$ cat config.mk
export PLATFORM = sky130hd
export DESIGN_NAME = instrument_mode_and_tuning_controller_flat
export DESIGN_NICKNAME = d
export VERILOG_FILES = /design/src/rtl/imtc_pkg.sv /design/src/rtl/imtc_in_if.sv /design/src/rtl/imtc_out_if.sv /design/src/rtl/imtc_tune.sv /design/src/rtl/imtc_mode.sv /design/src/rtl/instrument_mode_and_tuning_controller.sv /design/src/flat_wrapper.sv
export SDC_FILE = /design/constraint.sdc
export NUM_CORES = 1
export LEC_CHECK = 0
export BUFFER_PORTS_ARGS = -buffer_cell sky130_fd_sc_hd__buf_2
export CORE_ASPECT_RATIO = 0.9
export CORE_MARGIN = 5
export CORE_UTILIZATION = 55
export CTS_CLUSTER_SIZE = 14
export DETAILED_ROUTE_END_ITERATION = 12
export HOLD_SLACK_MARGIN = 0.06
export PLACE_DENSITY_LB_ADDON = 0.15
export SLEW_MARGIN = 20
export SYNTH_ARGS = -nofsm -noshare
export SYNTH_HDL_FRONTEND = slang
export SYNTH_HIERARCHICAL = 1
export SYNTH_SLANG_ARGS = --single-unit
export TNS_END_PERCENT = 5
$ cat constraint.sdc
create_clock -name clk -period 10.97 [get_ports clk]
set_input_delay 0.5485 -clock clk [delete_from_list [all_inputs] [get_ports clk]]
set_output_delay 0.5485 -clock clk [all_outputs]
set_load 0.01 [all_outputs]
$ cat src/rtl/imtc_pkg.sv
// Shared types, codes and helpers for the instrument mode and tuning controller.
package imtc_pkg;

  localparam int CFG_IDX_W  = 3;
  localparam int CFG_DATA_W = 16;

  localparam logic [CFG_IDX_W-1:0] CFG_TARGET_0  = 3'd0;
  localparam logic [CFG_IDX_W-1:0] CFG_TARGET_1  = 3'd1;
  localparam logic [CFG_IDX_W-1:0] CFG_TARGET_2  = 3'd2;
  localparam logic [CFG_IDX_W-1:0] CFG_TOLERANCE = 3'd3;
  localparam logic [CFG_IDX_W-1:0] CFG_STEP      = 3'd4;
  localparam logic [CFG_IDX_W-1:0] CFG_ATTEMPTS  = 3'd5;
  localparam logic [CFG_IDX_W-1:0] CFG_SETTLE    = 3'd6;
  localparam logic [CFG_IDX_W-1:0] CFG_PLUCKS    = 3'd7;

  localparam logic [3:0] EV_NONE     = 4'd0;
  localparam logic [3:0] EV_FAULT    = 4'd1;
  localparam logic [3:0] EV_STOP     = 4'd2;
  localparam logic [3:0] EV_WAKE     = 4'd3;
  localparam logic [3:0] EV_COMPOSE  = 4'd4;
  localparam logic [3:0] EV_PRECOMP  = 4'd5;
  localparam logic [3:0] EV_TUNE     = 4'd6;
  localparam logic [3:0] EV_PERFORM  = 4'd7;
  localparam logic [3:0] EV_NOTEPLAY = 4'd8;
  localparam logic [3:0] EV_DONE     = 4'd9;
  localparam logic [3:0] EV_IDLE_TO  = 4'd10;

  localparam logic [1:0] DAMP_NONE   = 2'd0;
  localparam logic [1:0] DAMP_LIFT   = 2'd1;
  localparam logic [1:0] DAMP_ENGAGE = 2'd2;
  localparam logic [1:0] DAMP_ALL    = 2'd3;

  localparam logic [2:0] SIDE_NONE     = 3'd0;
  localparam logic [2:0] SIDE_HOME     = 3'd1;
  localparam logic [2:0] SIDE_PARK     = 3'd2;
  localparam logic [2:0] SIDE_REENERGY = 3'd3;
  localparam logic [2:0] SIDE_COMPOSE  = 3'd4;

  localparam logic signed [13:0] ANGLE_MIN = 14'sd160;
  localparam logic signed [13:0] ANGLE_MAX = 14'sd2720;

  typedef enum logic [7:0] {
    MODE_HOMING  = 8'b0000_0001,
    MODE_IDLE    = 8'b0000_0010,
    MODE_SLEEP   = 8'b0000_0100,
    MODE_PRECOMP = 8'b0000_1000,
    MODE_COMPOSE = 8'b0001_0000,
    MODE_TUNING  = 8'b0010_0000,
    MODE_PERFORM = 8'b0100_0000,
    MODE_ERROR   = 8'b1000_0000
  } mode_t;

  typedef enum logic [5:0] {
    PH_SELECT = 6'b00_0001,
    PH_SERVO  = 6'b00_0010,
    PH_PLUCK  = 6'b00_0100,
    PH_LISTEN = 6'b00_1000,
    PH_EVAL   = 6'b01_0000,
    PH_DONE   = 6'b10_0000
  } phase_t;

  typedef struct packed {
    logic [15:0] target_0;
    logic [15:0] target_1;
    logic [15:0] target_2;
    logic [11:0] tolerance;
    logic [11:0] step;
    logic [7:0]  attempt_limit;
    logic [15:0] settle_ms;
    logic [7:0]  plucks;
  } cfg_t;

  typedef struct packed {
    logic [3:0]  event_code;
    logic [31:0] now_ms;
    logic        motor_fault;
    logic        homing_reached;
    logic        servo_ready;
    logic [15:0] measured_pitch;
    logic [11:0] servo_angle;
  } item_t;

  typedef struct packed {
    phase_t      phase;
    logic [1:0]  string_sel;
    logic [7:0]  attempt;
    logic [7:0]  pluck_cnt;
    logic [31:0] settle_start;
    logic [15:0] pitch_latch;
  } tune_state_t;

  typedef struct packed {
    tune_state_t st;
    logic        pluck;
    logic [1:0]  damper;
    logic        svalid;
    logic [11:0] sangle;
    logic        done;
  } tune_out_t;

  typedef struct packed {
    mode_t      mode;
    logic       enter_tune;
    logic [2:0] side;
    logic [3:0] note;
    logic [1:0] strc;
  } mode_out_t;

  typedef struct packed {
    logic [2:0]  mode;
    logic [2:0]  tuning_phase;
    logic [1:0]  string_select;
    logic        pluck_request;
    logic [1:0]  damper_action;
    logic        servo_command_valid;
    logic [11:0] servo_command_angle;
    logic        done_request;
    logic        fault_request;
    logic [2:0]  side_action;
    logic [3:0]  preview_note;
    logic [1:0]  preview_string;
  } result_t;

  function automatic logic [2:0] mode_code(mode_t m);
    logic [2:0] c;
    unique case (m)
      MODE_HOMING:  c = 3'd0;
      MODE_IDLE:    c = 3'd1;
      MODE_SLEEP:   c = 3'd2;
      MODE_PRECOMP: c = 3'd3;
      MODE_COMPOSE: c = 3'd4;
      MODE_TUNING:  c = 3'd5;
      MODE_PERFORM: c = 3'd6;
      MODE_ERROR:   c = 3'd7;
      default:      c = 3'd0;
    endcase
    return c;
  endfunction

  function automatic logic [2:0] phase_code(phase_t p);
    logic [2:0] c;
    unique case (p)
      PH_SELECT: c = 3'd0;
      PH_SERVO:  c = 3'd1;
      PH_PLUCK:  c = 3'd2;
      PH_LISTEN: c = 3'd3;
      PH_EVAL:   c = 3'd4;
      PH_DONE:   c = 3'd5;
      default:   c = 3'd0;
    endcase
    return c;
  endfunction

endpackage

$ cat src/rtl/imtc_in_if.sv
// Update item channel: valid/ready handshake with the status payload.
interface imtc_in_if;
  logic        valid;
  logic        ready;
  logic [3:0]  event_code;
  logic [31:0] now_ms;
  logic        motor_fault;
  logic        homing_reached;
  logic        servo_ready;
  logic [15:0] measured_pitch;
  logic [11:0] servo_angle;

  modport source (
    output valid, event_code, now_ms, motor_fault, homing_reached, servo_ready,
           measured_pitch, servo_angle,
    input  ready
  );
  modport sink (
    input  valid, event_code, now_ms, motor_fault, homing_reached, servo_ready,
           measured_pitch, servo_angle,
    output ready
  );
endinterface

$ cat src/rtl/imtc_out_if.sv
// Result channel: valid/ready handshake with mode, tuning and action fields.
interface imtc_out_if;
  logic        valid;
  logic        ready;
  logic [2:0]  mode;
  logic [2:0]  tuning_phase;
  logic [1:0]  string_select;
  logic        pluck_request;
  logic [1:0]  damper_action;
  logic        servo_command_valid;
  logic [11:0] servo_command_angle;
  logic        done_request;
  logic        fault_request;
  logic [2:0]  side_action;
  logic [3:0]  preview_note;
  logic [1:0]  preview_string;

  modport source (
    output valid, mode, tuning_phase, string_select, pluck_request, damper_action,
           servo_command_valid, servo_command_angle, done_request, fault_request,
           side_action, preview_note, preview_string,
    input  ready
  );
  modport sink (
    input  valid, mode, tuning_phase, string_select, pluck_request, damper_action,
           servo_command_valid, servo_command_angle, done_request, fault_request,
           side_action, preview_note, preview_string,
    output ready
  );
endinterface

$ cat src/rtl/imtc_tune.sv
// Tuning loop step: select, servo wait, pluck, listen, evaluate and correct.
module imtc_tune #(
  parameter int STRING_COUNT = 3
) (
  input  imtc_pkg::tune_state_t st,
  input  imtc_pkg::item_t       item,
  input  imtc_pkg::cfg_t        cfg,
  output imtc_pkg::tune_out_t   tout
);
  import imtc_pkg::*;

  logic [15:0]        target;
  logic signed [16:0] err;
  logic [16:0]        mag;
  logic signed [13:0] angle_adj;
  logic signed [13:0] angle_clamped;
  logic [31:0]        elapsed;

  always_comb begin
    unique case (st.string_sel)
      2'd0:    target = cfg.target_0;
      2'd1:    target = cfg.target_1;
      default: target = cfg.target_2;
    endcase
    err     = signed'({1'b0, st.pitch_latch}) - signed'({1'b0, target});
    mag     = err[16] ? 17'(-err) : 17'(err);
    elapsed = item.now_ms - st.settle_start;
    if (!err[16] && err != '0) begin
      angle_adj = signed'({2'b00, item.servo_angle}) - signed'({2'b00, cfg.step});
    end else begin
      angle_adj = signed'({2'b00, item.servo_angle}) + signed'({2'b00, cfg.step});
    end
    if (angle_adj < ANGLE_MIN) begin
      angle_clamped = ANGLE_MIN;
    end else if (angle_adj > ANGLE_MAX) begin
      angle_clamped = ANGLE_MAX;
    end else begin
      angle_clamped = angle_adj;
    end
  end

  always_comb begin
    tout        = '0;
    tout.st     = st;
    tout.damper = DAMP_NONE;
    unique case (st.phase)
      PH_SELECT: begin
        if ({1'b0, st.string_sel} >= 3'(STRING_COUNT)) begin
          tout.st.phase = PH_DONE;
          tout.done     = 1'b1;
        end else begin
          tout.st.attempt   = '0;
          tout.st.pluck_cnt = '0;
          tout.damper       = DAMP_LIFT;
          tout.st.phase     = PH_SERVO;
        end
      end
      PH_SERVO: begin
        if (item.servo_ready) begin
          tout.st.pluck_cnt = '0;
          tout.st.phase     = PH_PLUCK;
        end
      end
      PH_PLUCK: begin
        if (st.pluck_cnt < cfg.plucks) begin
          tout.pluck        = 1'b1;
          tout.st.pluck_cnt = st.pluck_cnt + 8'd1;
        end else begin
          tout.st.settle_start = item.now_ms;
          tout.st.phase        = PH_LISTEN;
        end
      end
      PH_LISTEN: begin
        if (elapsed >= {16'b0, cfg.settle_ms}) begin
          tout.st.pitch_latch = item.measured_pitch;
          tout.st.phase       = PH_EVAL;
        end
      end
      PH_EVAL: begin
        if (mag <= {5'b0, cfg.tolerance} || st.attempt >= cfg.attempt_limit) begin
          tout.damper        = DAMP_ENGAGE;
          tout.st.string_sel = st.string_sel + 2'd1;
          tout.st.phase      = PH_SELECT;
        end else begin
          tout.svalid       = 1'b1;
          tout.sangle       = angle_clamped[11:0];
          tout.st.attempt   = st.attempt + 8'd1;
          tout.st.pluck_cnt = '0;
          tout.st.phase     = PH_SERVO;
        end
      end
      PH_DONE: ;
      default: ;
    endcase
  end
endmodule

$ cat src/rtl/imtc_mode.sv
// Mode transitions with homing lock, exit/entry side actions and menu scrolling.
module imtc_mode #(
  parameter int STRING_COUNT     = 3,
  parameter int NOTES_PER_STRING = 12
) (
  input  imtc_pkg::mode_t     mode,
  input  logic [3:0]          ev,
  input  logic                homed,
  input  logic [3:0]          note,
  input  logic [1:0]          strc,
  output imtc_pkg::mode_out_t mout
);
  import imtc_pkg::*;

  mode_t nxt;
  logic  changed;

  always_comb begin
    nxt       = mode;
    mout.note = note;
    mout.strc = strc;
    if (ev == EV_FAULT) begin
      nxt = MODE_ERROR;
    end else begin
      unique case (mode)
        MODE_HOMING: begin
          if (ev == EV_STOP || ev == EV_DONE) nxt = MODE_IDLE;
        end
        MODE_IDLE: begin
          if (ev == EV_COMPOSE) nxt = MODE_COMPOSE;
          else if (ev == EV_IDLE_TO) nxt = MODE_SLEEP;
          else if (ev == EV_TUNE && homed) nxt = MODE_TUNING;
          else if (ev == EV_PRECOMP && homed) nxt = MODE_PRECOMP;
          else if (ev == EV_PERFORM && homed) nxt = MODE_PERFORM;
        end
        MODE_SLEEP: begin
          if (ev == EV_WAKE) nxt = MODE_IDLE;
        end
        MODE_TUNING, MODE_PERFORM: begin
          if (ev == EV_STOP || ev == EV_DONE) nxt = MODE_IDLE;
        end
        MODE_PRECOMP: begin
          if (ev == EV_STOP) nxt = MODE_IDLE;
          else if (ev == EV_COMPOSE) nxt = MODE_COMPOSE;
          else if (ev == EV_IDLE_TO) nxt = MODE_SLEEP;
          else if (ev == EV_PERFORM) begin
            mout.note = (note == 4'(NOTES_PER_STRING - 1)) ? 4'd0 : note + 4'd1;
          end else if (ev == EV_TUNE) begin
            mout.strc = (strc == 2'(STRING_COUNT - 1)) ? 2'd0 : strc + 2'd1;
          end
        end
        MODE_COMPOSE: begin
          if (ev == EV_STOP) nxt = MODE_IDLE;
          else if (ev == EV_PERFORM || ev == EV_DONE) nxt = MODE_PERFORM;
          else if (ev == EV_IDLE_TO) nxt = MODE_SLEEP;
        end
        MODE_ERROR: begin
          if (ev == EV_STOP) nxt = MODE_IDLE;
        end
        default: ;
      endcase
    end

    changed         = (nxt != mode);
    mout.mode       = nxt;
    mout.enter_tune = changed && nxt == MODE_TUNING;
    mout.side       = (changed && mode == MODE_SLEEP) ? SIDE_REENERGY : SIDE_NONE;
    if (changed) begin
      unique case (nxt)
        MODE_HOMING:  mout.side = SIDE_HOME;
        MODE_SLEEP:   mout.side = SIDE_PARK;
        MODE_COMPOSE: mout.side = SIDE_COMPOSE;
        MODE_PRECOMP: begin
          mout.note = '0;
          mout.strc = '0;
        end
        default: ;
      endcase
    end
  end
endmodule

$ cat src/rtl/instrument_mode_and_tuning_controller.sv
// Top level: input register, mode/tuning state, single-pass step, result register.
//
// Usage:
//   up  - update items (event code, time, motor and servo status, pitch, angle).
//   dn  - one result per item: mode, tuning phase, string, actuator requests,
//         side action and precompose menu choices.
//   cfg - write port for the eight tuning registers (targets, tolerance, step,
//         attempt limit, settle time, plucks per try); write only while idle.
// Timing:
//   An accepted item lands in the input register; once the result register is
//   free or being taken, the whole step (activity, transition, entry/exit
//   actions) is computed in one pass and loaded into the result register.
//   One item per cycle while dn keeps taking results.
// Reset:
//   rst (synchronous) puts the block in homing, tuning at string 0 / select,
//   registers at their defaults and both channels empty.
// Stall:
//   While dn is held off, the pending result stays put and one more item
//   can wait in the input register; up.ready drops only when both are full.
module instrument_mode_and_tuning_controller #(
  parameter int STRING_COUNT     = 3,
  parameter int NOTES_PER_STRING = 12
) (
  input logic                             clk,
  input logic                             rst,
  imtc_in_if.sink                         up,
  imtc_out_if.source                      dn,
  input logic                             cfg_we,
  input logic [imtc_pkg::CFG_IDX_W-1:0]  cfg_index,
  input logic [imtc_pkg::CFG_DATA_W-1:0] cfg_data
);
  import imtc_pkg::*;

  cfg_t        cfg;
  logic        in_vld;
  item_t       item;
  logic        advance;

  mode_t       mode_q, mode_n;
  logic        homed_q, homed_n;
  tune_state_t tst_q, tst_n;
  logic [3:0]  note_q;
  logic [1:0]  strc_q;

  tune_out_t   tout;
  mode_out_t   mout;
  result_t     res_q, res_n;
  logic        fault_skip;

  // configuration
  always_ff @(posedge clk) begin
    if (rst) begin
      cfg.target_0      <= 16'd3136;
      cfg.target_1      <= 16'd3950;
      cfg.target_2      <= 16'd4699;
      cfg.tolerance     <= 12'd16;
      cfg.step          <= 12'd80;
      cfg.attempt_limit <= 8'd10;
      cfg.settle_ms     <= 16'd500;
      cfg.plucks        <= 8'd1;
    end else if (cfg_we) begin
      unique case (cfg_index)
        CFG_TARGET_0:  cfg.target_0      <= cfg_data;
        CFG_TARGET_1:  cfg.target_1      <= cfg_data;
        CFG_TARGET_2:  cfg.target_2      <= cfg_data;
        CFG_TOLERANCE: cfg.tolerance     <= cfg_data[11:0];
        CFG_STEP:      cfg.step          <= cfg_data[11:0];
        CFG_ATTEMPTS:  cfg.attempt_limit <= cfg_data[7:0];
        CFG_SETTLE:    cfg.settle_ms     <= cfg_data;
        CFG_PLUCKS:    cfg.plucks        <= cfg_data[7:0];
      endcase
    end
  end

  // input register
  assign advance  = in_vld && (!dn.valid || dn.ready);
  assign up.ready = !in_vld || advance;

  always_ff @(posedge clk) begin
    if (rst) begin
      in_vld <= 1'b0;
    end else if (up.ready) begin
      in_vld <= up.valid;
    end
  end

  always_ff @(posedge clk) begin
    if (up.valid && up.ready) begin
      item <= '{event_code:     up.event_code,
                now_ms:         up.now_ms,
                motor_fault:    up.motor_fault,
                homing_reached: up.homing_reached,
                servo_ready:    up.servo_ready,
                measured_pitch: up.measured_pitch,
                servo_angle:    up.servo_angle};
    end
  end

  // step logic
  imtc_tune #(.STRING_COUNT(STRING_COUNT)) u_tune (
    .st   (tst_q),
    .item (item),
    .cfg  (cfg),
    .tout (tout)
  );

  assign fault_skip = item.motor_fault && mode_q != MODE_ERROR;

  always_comb begin
    homed_n = homed_q;
    if (!fault_skip && mode_q == MODE_HOMING && item.homing_reached) homed_n = 1'b1;
  end

  imtc_mode #(
    .STRING_COUNT     (STRING_COUNT),
    .NOTES_PER_STRING (NOTES_PER_STRING)
  ) u_mode (
    .mode  (mode_q),
    .ev    (item.event_code),
    .homed (homed_n),
    .note  (note_q),
    .strc  (strc_q),
    .mout  (mout)
  );

  always_comb begin
    res_n  = '0;
    tst_n  = tst_q;
    mode_n = mout.mode;
    if (fault_skip) begin
      res_n.fault_request = 1'b1;
    end else if (mode_q == MODE_HOMING) begin
      res_n.done_request = item.homing_reached;
    end else if (mode_q == MODE_TUNING) begin
      tst_n                     = tout.st;
      res_n.pluck_request       = tout.pluck;
      res_n.damper_action       = tout.damper;
      res_n.servo_command_valid = tout.svalid;
      res_n.servo_command_angle = tout.sangle;
      res_n.done_request        = tout.done;
    end
    if (mout.enter_tune) begin
      tst_n.phase         = PH_SELECT;
      tst_n.string_sel    = '0;
      tst_n.attempt       = '0;
      res_n.damper_action = DAMP_ALL;
    end
    res_n.side_action    = mout.side;
    res_n.mode           = mode_code(mode_n);
    res_n.tuning_phase   = phase_code(tst_n.phase);
    res_n.string_select  = tst_n.string_sel;
    res_n.preview_note   = mout.note;
    res_n.preview_string = mout.strc;
  end

  // state registers
  always_ff @(posedge clk) begin
    if (rst) begin
      mode_q  <= MODE_HOMING;
      homed_q <= 1'b0;
      tst_q   <= '{phase: PH_SELECT, default: '0};
      note_q  <= '0;
      strc_q  <= '0;
    end else if (advance) begin
      mode_q  <= mode_n;
      homed_q <= homed_n;
      tst_q   <= tst_n;
      note_q  <= mout.note;
      strc_q  <= mout.strc;
    end
  end

  // result register
  always_ff @(posedge clk) begin
    if (rst) begin
      dn.valid <= 1'b0;
    end else if (advance) begin
      dn.valid <= 1'b1;
    end else if (dn.ready) begin
      dn.valid <= 1'b0;
    end
  end

  always_ff @(posedge clk) begin
    if (advance) res_q <= res_n;
  end

  assign dn.mode                = res_q.mode;
  assign dn.tuning_phase        = res_q.tuning_phase;
  assign dn.string_select       = res_q.string_select;
  assign dn.pluck_request       = res_q.pluck_request;
  assign dn.damper_action       = res_q.damper_action;
  assign dn.servo_command_valid = res_q.servo_command_valid;
  assign dn.servo_command_angle = res_q.servo_command_angle;
  assign dn.done_request        = res_q.done_request;
  assign dn.fault_request       = res_q.fault_request;
  assign dn.side_action         = res_q.side_action;
  assign dn.preview_note        = res_q.preview_note;
  assign dn.preview_string      = res_q.preview_string;

  // checks
  a_string_range: assert property (@(posedge clk) disable iff (rst)
    {1'b0, tst_q.string_sel} <= 3'(STRING_COUNT))
    else $error("string index beyond string count");

  a_homed_sticky: assert property (@(posedge clk) disable iff (rst)
    homed_q |=> homed_q)
    else $error("homed flag dropped");

  a_no_rehome: assert property (@(posedge clk) disable iff (rst)
    mode_q != MODE_HOMING |=> mode_q != MODE_HOMING)
    else $error("homing re-entered without reset");

  a_angle_idle: assert property (@(posedge clk) disable iff (rst)
    dn.valid && !dn.servo_command_valid |-> dn.servo_command_angle == 12'd0)
    else $error("servo angle driven without command");

endmodule

$ cat src/flat_wrapper.sv
// flat-port wrapper written by rule: the top's interface ports become plain ports
module instrument_mode_and_tuning_controller_flat import imtc_pkg::*;
#(
  parameter int STRING_COUNT     = 3,
  parameter int NOTES_PER_STRING = 12
)
  (clk, rst, cfg_we, cfg_index, cfg_data, up_valid, up_event_code, up_now_ms, up_motor_fault, up_homing_reached, up_servo_ready, up_measured_pitch, up_servo_angle, up_ready, dn_valid, dn_mode, dn_tuning_phase, dn_string_select, dn_pluck_request, dn_damper_action, dn_servo_command_valid, dn_servo_command_angle, dn_done_request, dn_fault_request, dn_side_action, dn_preview_note, dn_preview_string, dn_ready);
  imtc_in_if up_i ();
  imtc_out_if dn_i ();
  input logic clk;
  input logic rst;
  input logic cfg_we;
  input logic [imtc_pkg::CFG_IDX_W-1:0] cfg_index;
  input logic [imtc_pkg::CFG_DATA_W-1:0] cfg_data;
  input wire logic [$bits(up_i.valid)-1:0] up_valid;
  input wire logic [$bits(up_i.event_code)-1:0] up_event_code;
  input wire logic [$bits(up_i.now_ms)-1:0] up_now_ms;
  input wire logic [$bits(up_i.motor_fault)-1:0] up_motor_fault;
  input wire logic [$bits(up_i.homing_reached)-1:0] up_homing_reached;
  input wire logic [$bits(up_i.servo_ready)-1:0] up_servo_ready;
  input wire logic [$bits(up_i.measured_pitch)-1:0] up_measured_pitch;
  input wire logic [$bits(up_i.servo_angle)-1:0] up_servo_angle;
  output wire logic [$bits(up_i.ready)-1:0] up_ready;
  output wire logic [$bits(dn_i.valid)-1:0] dn_valid;
  output wire logic [$bits(dn_i.mode)-1:0] dn_mode;
  output wire logic [$bits(dn_i.tuning_phase)-1:0] dn_tuning_phase;
  output wire logic [$bits(dn_i.string_select)-1:0] dn_string_select;
  output wire logic [$bits(dn_i.pluck_request)-1:0] dn_pluck_request;
  output wire logic [$bits(dn_i.damper_action)-1:0] dn_damper_action;
  output wire logic [$bits(dn_i.servo_command_valid)-1:0] dn_servo_command_valid;
  output wire logic [$bits(dn_i.servo_command_angle)-1:0] dn_servo_command_angle;
  output wire logic [$bits(dn_i.done_request)-1:0] dn_done_request;
  output wire logic [$bits(dn_i.fault_request)-1:0] dn_fault_request;
  output wire logic [$bits(dn_i.side_action)-1:0] dn_side_action;
  output wire logic [$bits(dn_i.preview_note)-1:0] dn_preview_note;
  output wire logic [$bits(dn_i.preview_string)-1:0] dn_preview_string;
  input wire logic [$bits(dn_i.ready)-1:0] dn_ready;
  assign up_i.valid = up_valid;
  assign up_i.event_code = up_event_code;
  assign up_i.now_ms = up_now_ms;
  assign up_i.motor_fault = up_motor_fault;
  assign up_i.homing_reached = up_homing_reached;
  assign up_i.servo_ready = up_servo_ready;
  assign up_i.measured_pitch = up_measured_pitch;
  assign up_i.servo_angle = up_servo_angle;
  assign up_ready = up_i.ready;
  assign dn_valid = dn_i.valid;
  assign dn_mode = dn_i.mode;
  assign dn_tuning_phase = dn_i.tuning_phase;
  assign dn_string_select = dn_i.string_select;
  assign dn_pluck_request = dn_i.pluck_request;
  assign dn_damper_action = dn_i.damper_action;
  assign dn_servo_command_valid = dn_i.servo_command_valid;
  assign dn_servo_command_angle = dn_i.servo_command_angle;
  assign dn_done_request = dn_i.done_request;
  assign dn_fault_request = dn_i.fault_request;
  assign dn_side_action = dn_i.side_action;
  assign dn_preview_note = dn_i.preview_note;
  assign dn_preview_string = dn_i.preview_string;
  assign dn_i.ready = dn_ready;
  instrument_mode_and_tuning_controller #(.STRING_COUNT(STRING_COUNT), .NOTES_PER_STRING(NOTES_PER_STRING)) u_core (.clk(clk), .rst(rst), .up(up_i), .dn(dn_i), .cfg_we(cfg_we), .cfg_index(cfg_index), .cfg_data(cfg_data));
endmodule
Word level (Yosys, flattened, before mapping)
Index checks and enable logic that the tools add are counted.
{"block": "totals", "elab_cells": 238, "reg_bits": 295, "in_bits": 91}
{"block": "op_classes", "eq_ne": 55, "order_cmp": 7, "n_mux": 74, "n_bitwise": 6, "n_addsub": 10, "reduce_logical": 45}
{"operator": "72-bit two-way mux", "count": 3}
{"operator": "8-bit two-way mux", "count": 16}
{"operator": "16-bit two-way mux", "count": 7}
{"operator": "32-bit two-way mux", "count": 2}
{"operator": "6-bit two-way mux", "count": 10}
{"operator": "8-bit one-hot mux with 6 select lines", "count": 1}
{"operator": "32-bit by 16-bit >= comparator with 1-bit output", "count": 1}
{"operator": "16-bit one-hot mux with 2 select lines", "count": 1}
{"operator": "8-bit one-hot mux with 4 select lines", "count": 1}
{"operator": "32-bit subtractor", "count": 1}
{"operator": "6-bit one-hot mux with 5 select lines", "count": 1}
{"operator": "13-bit two-way mux", "count": 2}
{"operator": "12-bit two-way mux", "count": 2}
{"operator": "3-bit one-hot mux with 7 select lines", "count": 1}
{"operator": "17-bit by 12-bit <= comparator with 1-bit output", "count": 1}
{"operator": "17-bit two-way mux", "count": 1}
{"operator": "17-bit negator", "count": 1}
{"operator": "17-bit nonzero test", "count": 1}
{"operator": "16-bit by 16-bit subtractor with 17-bit output", "count": 1}
{"operator": "8-bit by 1-bit adder with 8-bit output, second input constant", "count": 2}
{"operator": "4-bit by 3-bit equality test with 1-bit output, second input constant", "count": 4}
{"operator": "8-bit by 1-bit equality test with 1-bit output, second input constant", "count": 2}
{"operator": "8-bit by 2-bit equality test with 1-bit output, second input constant", "count": 2}
{"operator": "8-bit by 3-bit equality test with 1-bit output, second input constant", "count": 2}
{"operator": "61 further kinds", "count": 131}

Logic depth before layout (Yosys ltp)
{"block": "logic_depth", "ltp_word": 19, "ltp_mapped": 35, "mapped_depth_nobuf": 33}

Modules after synthesis
The synthesis kept the hierarchy.
{"module": "instrument_mode_and_tuning_controller", "area_each_um2": 10490.1, "cells_per_inst": 1034, "seq_area_each_um2": 6926.6, "n_inst": 1}
{"module": "imtc_tune", "area_each_um2": 6708.9, "cells_per_inst": 998, "seq_area_each_um2": 0.0, "n_inst": 1}
{"module": "imtc_mode", "area_each_um2": 1097.3, "cells_per_inst": 179, "seq_area_each_um2": 0.0, "n_inst": 1}

Worst setup path before layout
Ideal clock, no wire load.
{"block": "synth_path", "kind": "flip-flop to flip-flop", "from": "register u_core/tst_q[64] (netlist name)", "to": "register u_core.res_q (netlist bit u_core/dn.tuning_phase[0]), data pin", "n_path_buf": 3, "period_less_slack_ns": 6.341, "arrival_time_ns": 6.084, "path_stages_with_launch": 34, "slack_ns": 4.629, "path_cell_list": "dfxtp_1 -> inv_1 -> ha_1 -> clkbuf_1 -> clkbuf_1 -> a22oi_1 -> nand2_1 -> ha_1 -> inv_1 -> fa_1 -> a21o_1 -> nand4_1 -> a211oi_1 -> o32ai_2 -> o21ai_0 -> a31oi_1 -> o21ai_0 -> ha_1 -> nor2b_1 -> o21a_1 -> o21a_1 -> o21a_1 -> o21a_1 -> o21ai_0 -> a21oi_1 -> o31ai_1 -> a21oi_1 -> o21ai_1 -> and2_1 -> clkbuf_1 -> a21o_1 -> nor3_1 -> o21a_1 -> a32o_1"}
{"item": "start, declared", "line": "instrument_mode_and_tuning_controller.sv:41", "text": "tune_state_t tst_q, tst_n;"}
{"item": "start signal, assigned", "line": "instrument_mode_and_tuning_controller.sv:167", "text": "tst_q <= tst_n;"}
{"item": "end signal, assigned", "line": "instrument_mode_and_tuning_controller.sv:185", "text": "if (advance) res_q <= res_n;"}
{"item": "end, declared", "line": "instrument_mode_and_tuning_controller.sv:47", "text": "result_t res_q, res_n;"}

==> flow_metrics.py <==
metrics = {
    "critical_path": {
        "path_class": "reg -> reg",
        "slowest_delay_ns": 0.50,
        "end_kind": "register",
        "cp-start-kind": "register",
        "path_max_fanout": 17,
        "cp_common_cell": "o21a_1",
        "critPathArrivalTime_ns": 7.77,
        "cp.required_ns": 11.23,
        "crit_path_top_delay_cell": "a31oi_1",
    },
    "floorplanning": {
        "design.die.area_mm2": 0.03702,
        "core_area_mm2": 0.03287,
        "die_w_um": 202.3,
        "std_cell_rows": 63,
        "die_h_um": 183.0,
        "start_util_pct": 55.66,
        "ios": 128,
    },
    "placement": {
        "hpwl_um": 32520,
        "portBuffers": 127,
        "place_congestion": 0.8868,
    },
    "synth": {
        "synth-seq-area-share_pct": 37.86,
        "yosys_warnings": 6,
        "syn_area_mm2": 0.01830,
        "ys.flop_type": "dfxtp_1",
        "syn_nets": 2427,
        "synth_cell_type_count": 100,
        "async_flop_share_pct": 0,
        "synth_edf_count": 102,
        "ys_seq_elements": 295,
        "syn_area_per_cell_um2": 8.275,
        "syn_inst": 2211,
    },
    "detailed_routing": {
        "drc_errors": 0,
        "routed_wl_um": 46330,
        "vias_per_cell": 5.790,
        "ant_nets": 0,
        "firstDrtPassIters": 5,
        "first_iter_violations": 1165,
        "routedWlPerCell_um": 17.00,
        "via_count": 15780,
    },
    "clock_tree": {
        "cts_root_buf": "clkbuf_16",
        "cts.sinks": 295,
        "cts.reportedPaths.clkPinSlew_ns": 0.06,
        "clock_path_buffers": 3,
        "clock_latency_ns": 0.52,
        "cts_setup_buffers": 0,
        "htree_levels": 2,
        "postCtsHoldBufs": 0,
        "numCtsBuffers": 34,
        "cts_tree": "yes",
        "cts_resized": 0,
    },
    "timing": {
        "finalSetupTns_ns": 0,
        "fmax_mhz": 133.1,
        "slew_viol_final": 0,
        "min_period_over_period_pct": 68.51,
        "rsz0062_at_grt": "false",
        "hold_viol": 0,
        "worst_slew_pin_slew_ns": 1.111,
        "setup_violations": 0,
        "layout_min_cycle_time_ns": 7.515,
        "slew_headroom_pct": 25.94,
        "skew_ns": 0.02310,
    },
    "pwr": {
        "p_leak_nw": 7.887,
        "clock_power_share_pct": 42.0,
        "power_frac_comb_pct": 11.8,
        "power_frac_seq_pct": 46.2,
        "peakVddDrop_mv": 0.1135,
        "intPower_mw": 1.919,
        "p_per_area_mw_per_mm2": 127.7,
        "swShare_pct": 25.37,
        "p_sw_uw": 652.1,
    },
    "cells_and_area": {
        "final_util_pct": 61.23,
        "final_nets": 2492,
        "synthToLayoutAreaGrowth_pct": 10.00,
        "drive_above_1_share_pct": 11.30,
    },
    "global_routing": {
        "grt_max_degree": 111,
        "grt-ovfl-total": 0,
        "grt_pass1_wl_um": 74140,
        "antenna_found_initial": 4,
        "grt_pass1_vias": 14410,
        "grt.total_usage_pct": 24.06,
    },
    "status": {
        "status": "completed",
    },
    "run": {
        "maxCapViolCount": 0,
    },
    "hold_path": {
        "hp-class": "in -> reg",
    },
}
[kinds of logic (layout without fill, tap and decap cells)]
kind of cell | Yosys count | in the layout | share of synthesized area [%]
fa+ha+maj | 125 | 125 | 8.712
compound gates | 563 | 563 | 19.14
simple gates | 871 | 871 | 23.03
mux | 41 | 41 | 2.366
other cells | 0 | 2 | 0
flops | 295 | 295 | 37.86
buf+inv | 249 | 339 | 5.683
xor+xnor | 67 | 67 | 3.207
[metal layers]
layer | vias to the layer above | share of wire (%) | track usage (%) | wire (µm)
li1 | 7895 | - | - | -
met1 | 7394 | 47 | 34.80 | 21970
met2 | 415 | 44 | 37.87 | 20400
met3 | 69 | 6.2 | 3.571 | 2855
met4 | 4 | 2.3 | 6.869 | 1070
met5 | - | 0.071 | 0 | 33
[registers in the layout, summed over array words and instances (netlist names), 4 cells and up]
signal and cells:
u_core/cfg 104, u_core/dn.preview_note 4, u_core/dn.servo_command_angle 12, u_core/item 67
u_core/mode_q 8, u_core/note_q 4, u_core/tst_q 72
[synth_stat cells (9+ instances only)]
cell type / count / area, µm²
nand4_1: 23 / 143.9
o21ai_0: 95 / 475.5
clkbuf_1: 68 / 255.2
dfxtp_1: 193 / 3864
mux2_2: 18 / 202.7
nor3_1: 40 / 200.2
a21o_1: 46 / 345.3
nand3_1: 27 / 135.1
edfxtp_1: 102 / 3063
xor2_1: 29 / 254.0
buf_4: 9 / 67.56
a211oi_1: 9 / 67.56
xnor2_1: 38 / 332.8
a22oi_1: 23 / 172.7
nand2b_1: 29 / 181.4
nor2_1: 121 / 454.2
o211ai_1: 9 / 67.56
o21bai_1: 11 / 82.58
or3_1: 12 / 75.07
ha_1: 121 / 1514
buf_2: 18 / 90.09
mux2i_1: 23 / 230.2
o21a_1: 13 / 97.59
and2_1: 24 / 150.1
nor2b_1: 21 / 131.4
inv_1: 139 / 521.8
a22o_1: 17 / 148.9
nand2_1: 453 / 1700
nand3b_1: 37 / 277.8
and3_1: 13 / 81.33
a31oi_1: 30 / 187.7
a21oi_1: 244 / 1221
[area by class of cell]
| type | instances | area, µm² |
|---|---|---|
| Tap cell | 422 | 528.0 |
| Clock buffer | 48 | 987.2 |
| Sequential cell | 295 | 6927 |
| Timing Repair Buffer | 138 | 720.7 |
| Clock inverter | 13 | 75.07 |
| Antenna cell | 2 | 5.005 |
| Inverter | 140 | 525.5 |
| Multi-Input combinational cell | 1667 | 10360 |
| Fill cell | 2924 | 12740 |
[worst paths after layout]
path                            slack (ns)                        end              from  cells past startpoint
worst max-delay path                  3.45  u_core/dn.tuning_phase[0]  u_core/tst_q[64]                     32
worst min-delay path                  0.19            u_core/item[33]      up_now_ms[2]                      1
worst max register to register        3.45  u_core/dn.tuning_phase[0]  u_core/tst_q[64]                     32
worst min register to register        0.45           u_core/tst_q[23]  u_core/tst_q[23]                      2
[power by group through the flow]
stage	Clock, mW	Sequential, mW	Combinational [mW]
floorplan	0	1.20	0.220
global placement	0	1.21	0.294
detailed placement	0	1.21	0.300
CTS	1.11	1.19	0.302
global route	1.15	1.19	0.339
finish	1.08	1.19	0.303
[metrics by stage]
| stage | power (mW) | hold slack (ns) | instance area (µm²) | worst slack, ns | cells |
|---|---|---|---|---|---|
| 2_1_floorplan | 1.424 | 0.4293 | 18300 | 4.629 | 2211 |
| 3_3_place_gp | 1.504 | 0.4410 | 19050 | 3.879 | 2662 |
| 4_1_cts | 2.599 | 0.1702 | 20120 | 3.655 | 2723 |
| 6_report | 2.571 | 0.1946 | 20130 | 3.455 | 2725 |
| 5_1_grt | 2.682 | 0.1766 | 20130 | 2.953 | 2725 |
| 3_5_place_dp | 1.511 | 0.4472 | 19060 | 3.722 | 2662 |
[layout by cell type (no fill, tap or decap), drive strengths merged, types with 11 or more instances in the layout]
cell,Yosys,routed
nand2,453,453
nand2b,29,29
o21ai,100,100
clkinv,0,11
inv,140,141
nor4,14,14
nand3,29,29
dfxtp,193,193
a21o,46,46
and3,14,14
edfxtp,102,102
nand3b,37,37
or3,13,13
nor3,43,43
mux2i,23,23
a31oi,30,30
o21bai,11,11
clkbuf,75,48
mux2,18,18
nor2b,21,21
ha,121,121
buf,34,138
a22o,17,17
xor2,29,29
nor2,123,123
o21a,13,13
a21oi,245,245
and2,24,24
nand4,24,24
a22oi,24,24
xnor2,38,38
[critical path, delay by kind of cell, from the launching register on]
family / cells / cell delay [ns]
adders and majority gates: 4 / 1.32
AOI/OAI and AO/OA: 18 / 3.99
DFF: 1 / 0.43
buffers and inverters: 3 / 0.37
and+or+nand+nor: 7 / 1.13
Note: power is estimated with default switching activity, not from simulation.
